## config.mk

```make
export PLATFORM = sky130hd
export DESIGN_NAME = timer_prescaler_period_search_flat
export DESIGN_NICKNAME = d
export VERILOG_FILES = /design/src/rtl/tpps_pkg.sv /design/src/rtl/tpps_in_if.sv /design/src/rtl/tpps_out_if.sv /design/src/rtl/tpps_cfg_if.sv /design/src/rtl/tpps_ctrl.sv /design/src/rtl/tpps_dp.sv /design/src/rtl/timer_prescaler_period_search.sv /design/src/flat_wrapper.sv
export SDC_FILE = /design/constraint.sdc
export NUM_CORES = 2
export LEC_CHECK = 0
export BUFFER_PORTS_ARGS = -buffer_cell sky130_fd_sc_hd__buf_2
export CORE_MARGIN = 10
export CORE_UTILIZATION = 45
export DETAILED_ROUTE_END_ITERATION = 10
export GPL_ROUTABILITY_DRIVEN = 0
export HOLD_SLACK_MARGIN = 0.15
export PLACE_DENSITY = 0.64
export SLEW_MARGIN = 20
export SYNTH_ARGS = -nofsm -noshare
export SYNTH_HDL_FRONTEND = slang
export SYNTH_HIERARCHICAL = 1
export SYNTH_SLANG_ARGS = --single-unit
```

## constraint.sdc

```tcl
create_clock -name i_clk -period 30.6 [get_ports i_clk]
set_input_delay 1.53 -clock i_clk [delete_from_list [all_inputs] [get_ports i_clk]]
set_output_delay 1.53 -clock i_clk [all_outputs]
set_load 0.1 [all_outputs]
```

## src/rtl/tpps_pkg.sv

```systemverilog
package tpps_pkg;

    localparam int unsigned FreqWidth    = 32;
    localparam int unsigned RateWidth    = 32;
    localparam int unsigned DivWidth     = 16;
    localparam int unsigned LimitWidth   = 17;
    localparam int unsigned CompareWidth = 16;
    localparam int unsigned CfgIdxWidth  = 2;
    localparam int unsigned CfgDataWidth = 32;

    // divisor holds an 18-bit factor times a 32-bit frequency
    localparam int unsigned FactorWidth  = LimitWidth + 1;
    localparam int unsigned DenWidth     = FactorWidth + FreqWidth;
    localparam int unsigned StepWidth    = 5;

    localparam logic [RateWidth-1:0]  ClockRateReset      = 32'd80000000;
    localparam logic [DivWidth-1:0]   ClockDividerReset   = 16'd0;
    localparam logic [LimitWidth-1:0] PrescalerLimitReset = 17'd65536;
    localparam logic [LimitWidth-1:0] PeriodLimitReset    = 17'd65536;

    localparam logic [CfgIdxWidth-1:0] RegClockRate      = 2'd0;
    localparam logic [CfgIdxWidth-1:0] RegClockDivider   = 2'd1;
    localparam logic [CfgIdxWidth-1:0] RegPrescalerLimit = 2'd2;
    localparam logic [CfgIdxWidth-1:0] RegPeriodLimit    = 2'd3;

    typedef enum logic [3:0] {
        S_IDLE,
        S_CHECK,
        S_DIV_BASE,
        S_FIRST,
        S_DIV_FIRST,
        S_DECIDE,
        S_DIV_PER,
        S_TAKE,
        S_PUB
    } t_state;

    typedef enum logic [3:0] {
        CMD_NONE,
        CMD_LOAD,
        CMD_SET_ZERO,
        CMD_SET_BASE,
        CMD_SET_FIRST,
        CMD_SET_PER,
        CMD_SET_CLAMP,
        CMD_STEP,
        CMD_TAKE_PER,
        CMD_PUBLISH
    } t_cmd;

    typedef struct packed {
        logic freq_zero;
        logic fits;
        logic div_last;
        logic out_free;
    } t_dp_status;

endpackage

```

## src/rtl/tpps_in_if.sv

```systemverilog
interface tpps_in_if;
    logic                             valid;
    logic                             ready;
    logic [tpps_pkg::FreqWidth-1:0]   frequency;

    modport source (output valid, output frequency, input ready);
    modport sink   (input valid, input frequency, output ready);
endinterface

```

## src/rtl/tpps_out_if.sv

```systemverilog
interface tpps_out_if;
    logic                                valid;
    logic                                ready;
    logic                                valid_res;
    logic [tpps_pkg::LimitWidth-1:0]     prescale;
    logic [tpps_pkg::LimitWidth-1:0]     reload;
    logic [tpps_pkg::CompareWidth-1:0]   compare;

    modport source (output valid, output valid_res, output prescale, output reload,
                    output compare, input ready);
    modport sink   (input valid, input valid_res, input prescale, input reload,
                    input compare, output ready);
endinterface

```

## src/rtl/tpps_cfg_if.sv

```systemverilog
interface tpps_cfg_if;
    logic                                valid;
    logic                                ready;
    logic [tpps_pkg::CfgIdxWidth-1:0]    index;
    logic [tpps_pkg::CfgDataWidth-1:0]   data;

    modport source (output valid, output index, output data, input ready);
    modport sink   (input valid, input index, input data, output ready);
endinterface

```

## src/rtl/tpps_ctrl.sv

```systemverilog
module tpps_ctrl (
    input  logic                 i_clk,
    input  logic                 i_rst_n,
    input  logic                 i_in_valid,
    output logic                 o_in_ready,
    input  tpps_pkg::t_dp_status i_status,
    output tpps_pkg::t_cmd       o_cmd
);

    tpps_pkg::t_state r_state;
    tpps_pkg::t_state n_state;

    always_ff @(posedge i_clk) begin
        if (!i_rst_n) begin
            r_state <= tpps_pkg::S_IDLE;
        end else begin
            r_state <= n_state;
        end
    end

    always_comb begin
        n_state = r_state;
        unique case (r_state)
            tpps_pkg::S_IDLE: begin
                if (i_in_valid) begin
                    n_state = tpps_pkg::S_CHECK;
                end
            end
            tpps_pkg::S_CHECK: begin
                n_state = i_status.freq_zero ? tpps_pkg::S_PUB : tpps_pkg::S_DIV_BASE;
            end
            tpps_pkg::S_DIV_BASE: begin
                if (i_status.div_last) begin
                    n_state = tpps_pkg::S_FIRST;
                end
            end
            tpps_pkg::S_FIRST: begin
                n_state = tpps_pkg::S_DIV_FIRST;
            end
            tpps_pkg::S_DIV_FIRST: begin
                if (i_status.div_last) begin
                    n_state = tpps_pkg::S_DECIDE;
                end
            end
            tpps_pkg::S_DECIDE: begin
                n_state = i_status.fits ? tpps_pkg::S_DIV_PER : tpps_pkg::S_PUB;
            end
            tpps_pkg::S_DIV_PER: begin
                if (i_status.div_last) begin
                    n_state = tpps_pkg::S_TAKE;
                end
            end
            tpps_pkg::S_TAKE: begin
                n_state = tpps_pkg::S_PUB;
            end
            tpps_pkg::S_PUB: begin
                if (i_status.out_free) begin
                    n_state = tpps_pkg::S_IDLE;
                end
            end
            default: begin
                n_state = tpps_pkg::S_IDLE;
            end
        endcase
    end

    always_comb begin
        o_cmd      = tpps_pkg::CMD_NONE;
        o_in_ready = 1'b0;
        unique case (r_state)
            tpps_pkg::S_IDLE: begin
                o_in_ready = 1'b1;
                if (i_in_valid) begin
                    o_cmd = tpps_pkg::CMD_LOAD;
                end
            end
            tpps_pkg::S_CHECK: begin
                o_cmd = i_status.freq_zero ? tpps_pkg::CMD_SET_ZERO : tpps_pkg::CMD_SET_BASE;
            end
            tpps_pkg::S_DIV_BASE,
            tpps_pkg::S_DIV_FIRST,
            tpps_pkg::S_DIV_PER: begin
                o_cmd = tpps_pkg::CMD_STEP;
            end
            tpps_pkg::S_FIRST: begin
                o_cmd = tpps_pkg::CMD_SET_FIRST;
            end
            tpps_pkg::S_DECIDE: begin
                o_cmd = i_status.fits ? tpps_pkg::CMD_SET_PER : tpps_pkg::CMD_SET_CLAMP;
            end
            tpps_pkg::S_TAKE: begin
                o_cmd = tpps_pkg::CMD_TAKE_PER;
            end
            tpps_pkg::S_PUB: begin
                if (i_status.out_free) begin
                    o_cmd = tpps_pkg::CMD_PUBLISH;
                end
            end
            default: begin
                o_cmd = tpps_pkg::CMD_NONE;
            end
        endcase
    end

endmodule

```

## src/rtl/tpps_dp.sv

```systemverilog
module tpps_dp (
    input  logic                                 i_clk,
    input  logic                                 i_rst_n,
    input  tpps_pkg::t_cmd                       i_cmd,
    output tpps_pkg::t_dp_status                 o_status,
    input  logic [tpps_pkg::FreqWidth-1:0]       i_frequency,
    input  logic                                 i_cfg_valid,
    input  logic [tpps_pkg::CfgIdxWidth-1:0]     i_cfg_index,
    input  logic [tpps_pkg::CfgDataWidth-1:0]    i_cfg_data,
    output logic                                 o_out_valid,
    input  logic                                 i_out_ready,
    output logic                                 o_valid_res,
    output logic [tpps_pkg::LimitWidth-1:0]      o_prescale,
    output logic [tpps_pkg::LimitWidth-1:0]      o_reload,
    output logic [tpps_pkg::CompareWidth-1:0]    o_compare
);

    localparam int unsigned QW = tpps_pkg::FreqWidth;
    localparam int unsigned DW = tpps_pkg::DenWidth;
    localparam int unsigned LW = tpps_pkg::LimitWidth;
    localparam int unsigned FW = tpps_pkg::FactorWidth;
    localparam int unsigned SW = tpps_pkg::StepWidth;

    // configuration
    logic [tpps_pkg::RateWidth-1:0] r_clock_rate;
    logic [tpps_pkg::DivWidth-1:0]  r_clock_divider;
    logic [LW-1:0]                  r_pre_lim;
    logic [LW-1:0]                  r_per_lim;

    // request and working registers
    logic [QW-1:0] r_freq;
    logic [QW-1:0] r_base;
    logic [QW-1:0] r_num;   // dividend in, quotient out
    logic [DW-1:0] r_rem;
    logic [DW-1:0] r_den;
    logic [SW-1:0] r_cnt;
    logic          r_vres;
    logic [LW-1:0] r_pre;
    logic [LW-1:0] r_per;

    // result register
    logic          r_out_valid;
    logic          r_out_vres;
    logic [LW-1:0] r_out_pre;
    logic [LW-1:0] r_out_per;

    logic [DW:0]   w_shift;
    logic [DW+1:0] w_diff;
    logic          n_bit;
    logic [DW-1:0] n_rem;
    logic [FW-1:0] w_factor;
    logic [DW-1:0] w_prod;

    always_ff @(posedge i_clk) begin
        if (!i_rst_n) begin
            r_clock_rate    <= tpps_pkg::ClockRateReset;
            r_clock_divider <= tpps_pkg::ClockDividerReset;
            r_pre_lim       <= tpps_pkg::PrescalerLimitReset;
            r_per_lim       <= tpps_pkg::PeriodLimitReset;
        end else if (i_cfg_valid) begin
            unique case (i_cfg_index)
                tpps_pkg::RegClockRate:      r_clock_rate    <= i_cfg_data;
                tpps_pkg::RegClockDivider:   r_clock_divider <= i_cfg_data[tpps_pkg::DivWidth-1:0];
                tpps_pkg::RegPrescalerLimit: r_pre_lim       <= i_cfg_data[LW-1:0];
                tpps_pkg::RegPeriodLimit:    r_per_lim       <= i_cfg_data[LW-1:0];
                default: begin
                end
            endcase
        end
    end

    // one restoring step: shift in the next dividend bit, subtract when it fits
    always_comb begin
        w_shift = {r_rem, r_num[QW-1]};
        w_diff  = {1'b0, w_shift} - {2'b00, r_den};
        n_bit   = ~w_diff[DW+1];
        n_rem   = n_bit ? w_diff[DW-1:0] : w_shift[DW-1:0];
    end

    // factor times frequency, shared by both searches
    always_comb begin
        if (i_cmd == tpps_pkg::CMD_SET_FIRST) begin
            w_factor = {1'b0, r_per_lim} + FW'(1);
        end else begin
            w_factor = {1'b0, r_num[LW-1:0]} + FW'(1);
        end
        w_prod = DW'(w_factor) * DW'(r_freq);
    end

    always_ff @(posedge i_clk) begin
        if (!i_rst_n) begin
            r_cnt <= '0;
        end else begin
            case (i_cmd)
                tpps_pkg::CMD_SET_BASE,
                tpps_pkg::CMD_SET_FIRST,
                tpps_pkg::CMD_SET_PER: r_cnt <= '0;
                tpps_pkg::CMD_STEP:    r_cnt <= r_cnt + SW'(1);
                default: begin
                end
            endcase
        end
    end

    always_ff @(posedge i_clk) begin
        case (i_cmd)
            tpps_pkg::CMD_LOAD: begin
                r_freq <= i_frequency;
            end
            tpps_pkg::CMD_SET_ZERO: begin
                r_vres <= 1'b0;
                r_pre  <= '0;
                r_per  <= '0;
            end
            tpps_pkg::CMD_SET_BASE: begin
                r_num <= r_clock_rate;
                r_rem <= '0;
                r_den <= DW'(r_clock_divider) + DW'(1);
            end
            tpps_pkg::CMD_SET_FIRST: begin
                r_base <= r_num;
                r_rem  <= '0;
                r_den  <= w_prod;
            end
            tpps_pkg::CMD_SET_PER: begin
                r_vres <= 1'b1;
                r_pre  <= r_num[LW-1:0];
                r_num  <= r_base;
                r_rem  <= '0;
                r_den  <= w_prod;
            end
            tpps_pkg::CMD_SET_CLAMP: begin
                r_vres <= 1'b1;
                r_pre  <= r_pre_lim;
                r_per  <= r_per_lim;
            end
            tpps_pkg::CMD_STEP: begin
                r_num <= {r_num[QW-2:0], n_bit};
                r_rem <= n_rem;
            end
            tpps_pkg::CMD_TAKE_PER: begin
                r_per <= r_num[LW-1:0];
            end
            default: begin
            end
        endcase
    end

    always_ff @(posedge i_clk) begin
        if (!i_rst_n) begin
            r_out_valid <= 1'b0;
        end else if (i_cmd == tpps_pkg::CMD_PUBLISH) begin
            r_out_valid <= 1'b1;
        end else if (i_out_ready) begin
            r_out_valid <= 1'b0;
        end
    end

    always_ff @(posedge i_clk) begin
        if (i_cmd == tpps_pkg::CMD_PUBLISH) begin
            r_out_vres <= r_vres;
            r_out_pre  <= r_pre;
            r_out_per  <= r_per;
        end
    end

    assign o_status.freq_zero = (r_freq == '0);
    assign o_status.fits      = (r_num[QW-1:LW] == '0) && (r_num[LW-1:0] <= r_pre_lim);
    assign o_status.div_last  = (r_cnt == SW'(QW - 1));
    assign o_status.out_free  = !r_out_valid || i_out_ready;

    assign o_out_valid = r_out_valid;
    assign o_valid_res = r_out_vres;
    assign o_prescale  = r_out_pre;
    assign o_reload    = r_out_per;
    assign o_compare   = r_out_per[LW-1:1];

endmodule

```

## src/rtl/timer_prescaler_period_search.sv

```systemverilog
// Timer prescaler and period search. For each requested frequency the block
// returns the smallest prescaler whose period fits the period limit, that
// period, and half of it as a compare value; a zero frequency returns an
// invalid, all-zero result; a prescaler above the prescaler limit returns
// both limits as a valid result. Up to three 32-bit divisions, for the
// base clock, the prescaler and the period, run one after another through a
// single restoring divider that produces one quotient bit per cycle. One
// request is in work at a time; the result register lets the next request
// be accepted while a finished result waits on the output. Configuration
// writes are always accepted and must only occur while no request is in work.
module timer_prescaler_period_search (
    input  logic        i_clk,
    input  logic        i_rst_n,
    tpps_in_if.sink     i_in,
    tpps_out_if.source  o_out,
    tpps_cfg_if.sink    i_cfg
);

    tpps_pkg::t_cmd       w_cmd;
    tpps_pkg::t_dp_status w_status;
    logic                 w_in_ready;

    assign i_in.ready  = w_in_ready;
    assign i_cfg.ready = 1'b1;

    tpps_ctrl u_ctrl (
        .i_clk      (i_clk),
        .i_rst_n    (i_rst_n),
        .i_in_valid (i_in.valid),
        .o_in_ready (w_in_ready),
        .i_status   (w_status),
        .o_cmd      (w_cmd)
    );

    tpps_dp u_dp (
        .i_clk       (i_clk),
        .i_rst_n     (i_rst_n),
        .i_cmd       (w_cmd),
        .o_status    (w_status),
        .i_frequency (i_in.frequency),
        .i_cfg_valid (i_cfg.valid),
        .i_cfg_index (i_cfg.index),
        .i_cfg_data  (i_cfg.data),
        .o_out_valid (o_out.valid),
        .i_out_ready (o_out.ready),
        .o_valid_res (o_out.valid_res),
        .o_prescale  (o_out.prescale),
        .o_reload    (o_out.reload),
        .o_compare   (o_out.compare)
    );

endmodule
```

## src/flat_wrapper.sv

```systemverilog
// flat-port wrapper written by rule: the top's interface ports become plain ports
module timer_prescaler_period_search_flat 
  (i_clk, i_rst_n, i_in_valid, i_in_frequency, i_in_ready, o_out_valid, o_out_valid_res, o_out_prescale, o_out_reload, o_out_compare, o_out_ready, i_cfg_valid, i_cfg_index, i_cfg_data, i_cfg_ready);
  tpps_in_if i_in_i ();
  tpps_out_if o_out_i ();
  tpps_cfg_if i_cfg_i ();
  input  logic i_clk;
  input  logic i_rst_n;
  input wire logic [$bits(i_in_i.valid)-1:0] i_in_valid;
  input wire logic [$bits(i_in_i.frequency)-1:0] i_in_frequency;
  output wire logic [$bits(i_in_i.ready)-1:0] i_in_ready;
  output wire logic [$bits(o_out_i.valid)-1:0] o_out_valid;
  output wire logic [$bits(o_out_i.valid_res)-1:0] o_out_valid_res;
  output wire logic [$bits(o_out_i.prescale)-1:0] o_out_prescale;
  output wire logic [$bits(o_out_i.reload)-1:0] o_out_reload;
  output wire logic [$bits(o_out_i.compare)-1:0] o_out_compare;
  input wire logic [$bits(o_out_i.ready)-1:0] o_out_ready;
  input wire logic [$bits(i_cfg_i.valid)-1:0] i_cfg_valid;
  input wire logic [$bits(i_cfg_i.index)-1:0] i_cfg_index;
  input wire logic [$bits(i_cfg_i.data)-1:0] i_cfg_data;
  output wire logic [$bits(i_cfg_i.ready)-1:0] i_cfg_ready;
  assign i_in_i.valid = i_in_valid;
  assign i_in_i.frequency = i_in_frequency;
  assign i_in_ready = i_in_i.ready;
  assign o_out_valid = o_out_i.valid;
  assign o_out_valid_res = o_out_i.valid_res;
  assign o_out_prescale = o_out_i.prescale;
  assign o_out_reload = o_out_i.reload;
  assign o_out_compare = o_out_i.compare;
  assign o_out_i.ready = o_out_ready;
  assign i_cfg_i.valid = i_cfg_valid;
  assign i_cfg_i.index = i_cfg_index;
  assign i_cfg_i.data = i_cfg_data;
  assign i_cfg_ready = i_cfg_i.ready;
  timer_prescaler_period_search u_core (.i_clk(i_clk), .i_rst_n(i_rst_n), .i_in(i_in_i), .o_out(o_out_i), .i_cfg(i_cfg_i));
endmodule
```

# [After elaboration in Yosys (flattened, before gate mapping)]
# Cells that the tools add are included.
[op_classes] reduce_logical=23 bitwise_logic=1 mul=1 n_eq_ne=26 n_lt_le_gt_ge=1 mux=25 addsub=5
[ops] operator="$pmux 50 s2" count=2
[ops] operator="$pmux 17 s3" count=2
[ops] operator="$pmux 32 s3" count=1
[ops] operator="$sub 51x50->52" count=1
[ops] operator="$mul 18x32->50" count=1
[ops] operator="$mux 50" count=1
[ops] operator="$add 17x1->18 const B" count=2
[ops] operator="$pmux 4 s9" count=1
[ops] operator="$eq 4x3->1 const B" count=8
[ops] operator="$logic_not 32->1" count=1
[ops] operator="$mux 4" count=8
[ops] operator="$pmux 4 s7" count=1
[ops] operator="$mux 18" count=1
[ops] operator="$add 16x1->17 const B" count=1
[ops] operator="$le 17x17->1" count=1
[ops] operator="$eq 4x2->1 const B" count=4
[ops] operator="$logic_not 15->1" count=1
[ops] operator="$eq 4x4->1 const B" count=3
[ops] operator="$ne 2x2->1 const B" count=5
[ops] operator="$pmux 5 s2" count=1
[ops] operator="$reduce_bool 3->1" count=3
[ops] operator="$eq 4x1->1 const B" count=2
[ops] operator="$reduce_and 2->1" count=4
[ops] operator="$reduce_bool 2->1" count=4
[ops] operator="16 further kinds" count=23
[totals] wordCells=100 reg_bits=358 inputBits=71

# [Depth between registers and ports, before layout]
[logic_depth] word_depth=8 ltp_mapped=54 ltp_nobuf=51

# [Hierarchy]
# The synthesis kept the hierarchy.
[modules_own_cells] mod="tpps_dp" instances=1 area_each_um2=36268.5 cells_per_inst=3883 seq_area_each_um2=9749.4
[modules_own_cells] mod="tpps_ctrl" instances=1 area_each_um2=322.8 cells_per_inst=36 seq_area_each_um2=80.1
[modules_own_cells] mod="timer_prescaler_period_search" instances=1 area_each_um2=11.3 cells_per_inst=2 seq_area_each_um2=0.0

# [Worst setup path after synthesis]
# Ideal clock, no wire load.
[synth_path] path_kind="register -> register" startpoint="register u_core.u_dp.r_num[1]" endpoint="register u_core.u_dp.r_den[47], data pin" path_slack_ns=19.943 stages_incl_launch_ff=48 setup_time_ns=0.266 arrival_time_ns=10.391 path_buffers=5 path_cell_list="edfxtp_1 > ha_1 > nor2b_1 > o21a_1 > o21ai_0 > nand2b_1 > a21oi_1 > o21ai_0 > a21oi_1 > a31oi_1 > nor2_1 > and2_1 > o21ai_1 > nor3b_2 > inv_2 > nand2_2 > or3_4 > clkinv_2 > [12 not listed] > inv_1 > fa_1 > fa_1 > inv_1 > fa_1 > inv_1 > ha_1 > clkbuf_1 > nand3_1 > or2_1 > a211o_1 > and3_1 > o311a_1 > o21bai_1 > a21oi_1 > o31a_1 > xor2_1 > nor2_1"
[synth_lines] item="start, declared" line_no="tpps_dp.sv:33" rtl="logic [QW-1:0] r_num;"
[synth_lines] item="start signal, assigned" line_no="tpps_dp.sv:116" rtl="r_num <= r_clock_rate;"
[synth_lines] item="start signal, assigned" line_no="tpps_dp.sv:128" rtl="r_num <= r_base;"
[synth_lines] item="start signal, assigned" line_no="tpps_dp.sv:138" rtl="r_num <= {r_num[QW-2:0], n_bit};"
[synth_lines] item="end signal, assigned" line_no="tpps_dp.sv:118" rtl="r_den <= DW'(r_clock_divider) + DW'(1);"
[synth_lines] item="end signal, assigned" line_no="tpps_dp.sv:123" rtl="r_den <= w_prod;"
[synth_lines] item="end signal, assigned" line_no="tpps_dp.sv:130" rtl="r_den <= w_prod;"
[synth_lines] item="end, declared" line_no="tpps_dp.sv:35" rtl="logic [DW-1:0] r_den;"

==> implementation parameters <==
Parameter                              Value

Status
  Run status ... finished, final reports clean

Floorplanning
  Vertical die dimension ... 305 um
  Site row count ... 104
  Top-level I/O count ... 125
  Initial core utilization ... 0.454
  Total Die Area ... 0.0931 mm^2
  X dimension of the die ... 305 um
  Area of the core region ... 0.0805 mm^2

Worst setup path
  Worst Reg-to-Reg Cells ... 51
  CP Max Fanout ... 59
  Most Frequent Cell on Critical Path ... sky130_fd_sc_hd__fa_1
  Slowest CP cell ... sky130_fd_sc_hd__buf_4
  Reg-to-reg critical path startpoint ... u_core/u_dp/r_num[1]
  Top Family by Delay on Critical Path ... adder cells
  Reg2reg end ... u_core/u_dp/r_den[49]
  Startpoint Class ... flop
  Crit path buffers/inverters ... 10
  Crit path required time ... 30.93 ns
  Crit path largest cell delay ... 0.66 ns
  Arr. time, crit path ... 12.83 ns
  Critical Path End Type ... flop
  Type of the worst setup path ... flop to flop
  R2R setup slack ... 18.09 ns

CTS
  Sink Count ... 358
  Hold_buf cts ... 0
  Count of H-tree levels built during CTS ... 2
  CTS Buf Count ... 43
  CTS tree ... built
  CTS Root Cell ... sky130_fd_sc_hd__clkbuf_16
  Post CTS Setup Buffer Count ... 0
  Number of buffers on the longest clock path ... 3
  Clock slew at reported path FFs ... 0.06 ns
  Gates resized, CTS repair ... 0
  Clock latency on the worst-skew pair ... 0.61 ns

Timing
  Final-report max-slew violation count ... 0
  Final-report hold violation count ... 0
  Final setup margin ... 18.09 ns
  Max_slew headroom ... 0.293
  Slew of the pin with the lowest slew margin ... 1.06 ns
  Final setup viols ... 0
  Timing-limited maximum frequency ... 80.0 MHz
  Unrepaired setup endpoints after global routing ... no
  Setup clock skew after layout ... 0.0334 ns
  Worst hold slack after final layout ... 0.408 ns
  Share of the clock period used by the worst path after layout ... 0.409
  Post-layout min period ... 12.51 ns
  Sum of negative setup slack ... 0 ns

Placement
  Total cell area at the placement stage ... 0.0380 mm^2
  DPL Wire Length ... 74.6 mm
  IO buf count ... 123
  Setup slack after placement ... 18.25 ns

Global route
  Via count of the first global-routing pass ... 28100
  First-pass GRT wire length ... 160 mm
  Global-route usage over all layers ... 0.215
  Remaining global-route overflow ... 0
  Maximum number of pins on one net before global-route repair ... 92
  Initial antenna violation count ... 4

Yosys
  Most instantiated flip-flop cell in the synthesis netlist ... sky130_fd_sc_hd__edfxtp_1
  Share of the synthesized area in compound gates (AO/OA/AOI/OAI) ... 0.103
  Mux cell area share after synthesis ... 0.0138
  Proportion of register bits with asynchronous set or reset after synthesis ... 0
  Yosys top cell area share ... 0.263
  Post-synthesis cell count ... 3921
  Adder-cell area share of the yosys netlist ... 0.330
  Synth warn ... 6
  Average size of a mapped cell ... 9.34 um^2
  Seq/Total Area, Yosys ... 0.269
  Synthesized flop and latch total ... 358
  Post-synth EDFFs ... 266
  Synthesized cell area ... 0.0366 mm^2
  Parity-gate share of the synthesized area counting xor and xnor cells ... 0.0268
  Simple-Gate Fraction of Synth Area ... 0.163
  Number of nets in the synthesized netlist ... 4668
  Combinational family with the most area after synthesis ... adder cells
  Leading post-synthesis cells by cell area ... sky130_fd_sc_hd__fa_1, sky130_fd_sc_hd__edfxtp_1, sky130_fd_sc_hd__nand2_1, sky130_fd_sc_hd__ha_1, sky130_fd_sc_hd__inv_1
  Number of distinct library cells after synthesis ... 88
  Most area-hungry cell type in the Yosys netlist ... sky130_fd_sc_hd__fa_1

Final layout
  Antenna Diode Count ... 0
  Layout cell share with drive strength beyond 1 ... 0.0764
  Final net count ... 4639
  Post-synthesis to final-layout area growth ... 7.93%
  Area of all placed cells without fillers ... 0.0395 mm^2

Detailed routing
  DRT Pass-1 Iters ... 6
  Detailed Route WL ... 101 mm
  Wire length per cell after detailed routing ... 20.2 um
  Number of design-rule violations left by the first detailed-router iteration ... 2354
  Number of vias after detailed routing ... 27300
  Antenna Nets Post-Route ... 0
  Number of vias per cell ... 5.47
  DRC viols ... 0

Worst hold path
  Startpoint of the most critical hold path ... u_core/u_dp/r_per[12]
  Worst hold path type ... flop to flop
  Cells on Worst Hold Path ... 0
  Worst hold endpoint ... u_core/u_dp/o_reload[12]

Job
  Max-capacitance violation count ... 0
[flip-flops by register name (all words and copies together), names as in the netlist, 4 cells and up]
register and flops:
u_core/u_dp/r_per_lim 17, u_core/u_dp/r_den 50, u_core/u_dp/r_pre_lim 17, u_core/u_dp/r_pre 17
u_core/u_dp/r_cnt 5, u_core/u_dp/r_base 32, u_core/u_ctrl/r_state 4, u_core/u_dp/r_per 17
u_core/u_dp/r_rem 50, u_core/u_dp/o_reload 17, u_core/u_dp/r_clock_rate 32, u_core/u_dp/r_freq 32
u_core/u_dp/o_prescale 17, u_core/u_dp/r_num 32, u_core/u_dp/r_clock_divider 16
[synth_stat cells (20+ instances only)]
master / n
sky130_fd_sc_hd__a21oi_1: 127
sky130_fd_sc_hd__o21ai_0: 69
sky130_fd_sc_hd__inv_1: 644
sky130_fd_sc_hd__nand4_1: 37
sky130_fd_sc_hd__ha_1: 195
sky130_fd_sc_hd__edfxtp_1: 266
sky130_fd_sc_hd__dfxtp_1: 92
sky130_fd_sc_hd__mux2i_1: 47
sky130_fd_sc_hd__and2_1: 185
sky130_fd_sc_hd__xnor2_1: 62
sky130_fd_sc_hd__clkbuf_1: 207
sky130_fd_sc_hd__o21bai_1: 21
sky130_fd_sc_hd__nor3_1: 28
sky130_fd_sc_hd__fa_1: 481
sky130_fd_sc_hd__nor2_1: 162
sky130_fd_sc_hd__a21boi_0: 76
sky130_fd_sc_hd__a22o_1: 35
sky130_fd_sc_hd__xor2_1: 50
sky130_fd_sc_hd__nand3_1: 40
sky130_fd_sc_hd__a21o_1: 56
sky130_fd_sc_hd__buf_4: 20
sky130_fd_sc_hd__and3_1: 38
sky130_fd_sc_hd__nand2_1: 684
sky130_fd_sc_hd__a221o_1: 25
[worst register-to-register path: cells and delay by family (launching register included)]
kind | cells | cell delay (ns)
AND/OR/NAND/NOR | 17 | 3.20
AO/OA/AOI/OAI | 11 | 1.91
multiplexers | 2 | 0.41
XOR/XNOR | 2 | 0.32
flip-flops | 1 | 0.47
adder cells (fa/ha/maj) | 9 | 3.99
buffers and inverters | 10 | 1.95
[logic make-up (layout without fill, tap and decap cells)]
group | count (synthesis) | after routing
flops | 358 | 358
compound gates | 545 | 545
mux | 49 | 49
simple gates | 1287 | 1287
xor+xnor | 112 | 112
fa+ha+maj | 676 | 676
other cells | 1 | 1
buf+inv | 893 | 898
[cell usage in the layout (no fill, tap or decap), drive strengths merged, types with 13 or more instances in the layout]
| master | n |
|---|---|
| a211oi | 15 |
| a21boi | 76 |
| a21o | 56 |
| a21oi | 127 |
| a221o | 25 |
| a22o | 35 |
| and2 | 185 |
| and3 | 38 |
| buf | 173 |
| clkbuf | 54 |
| clkinv | 13 |
| dfxtp | 92 |
| edfxtp | 266 |
| fa | 481 |
| ha | 195 |
| inv | 652 |
| mux2i | 48 |
| nand2 | 685 |
| nand2b | 14 |
| nand3 | 41 |
| nand4 | 37 |
| nor2 | 164 |
| nor2b | 15 |
| nor3 | 31 |
| nor4 | 19 |
| o211ai | 17 |
| o21a | 19 |
| o21ai | 75 |
| o21bai | 21 |
| or3 | 17 |
| xnor2 | 62 |
| xor2 | 50 |
[through the flow]
stage,utilization,std cells
6_report,0.490,4986
5_1_grt,0.490,4986
4_1_cts,0.490,4986
3_5_place_dp,0.472,4907
3_3_place_gp,0.472,4907
2_1_floorplan,-,3921
[per-layer routing]
layer | up-vias | global-route usage | part of all wire
li1 | 12500 | - | -
met2 | 958 | 0.343 | 0.46
met3 | 157 | 0.0402 | 0.079
met1 | 13600 | 0.299 | 0.44
met4 | 8 | 0.0531 | 0.023
met5 | - | 0 | 0.00053
[how the worst max path moves through the flow]
stage | from | end | slack [ns] | depth (start not counted)
4_1_cts | u_core/u_dp/r_num[1] | u_core/u_dp/r_den[49] | 18.23 | 51
3_5_place_dp | u_core/u_dp/r_num[1] | u_core/u_dp/r_den[49] | 18.25 | 51
6_report | u_core/u_dp/r_num[1] | u_core/u_dp/r_den[49] | 18.09 | 51
5_1_grt | u_core/u_dp/r_num[1] | u_core/u_dp/r_den[49] | 17.28 | 51
3_3_place_gp | u_core/u_dp/r_num[1] | u_core/u_dp/r_den[49] | 18.59 | 51
2_1_floorplan | u_core/u_dp/r_num[1] | u_core/u_dp/r_den[47] | 19.94 | 47
[area by class of cell]
cell class	count	area, um^2
multi-input combinational	2670	23500
clock inverter	25	256
timing repair buffer	173	991
clock buffer	54	1190
inverter	646	2430
sequential	358	9830
fill	7523	41000
tap	1060	1330
Power is not shown: default switching activity piles up to over one toggle a cycle in this logic, so the estimate is an artifact.
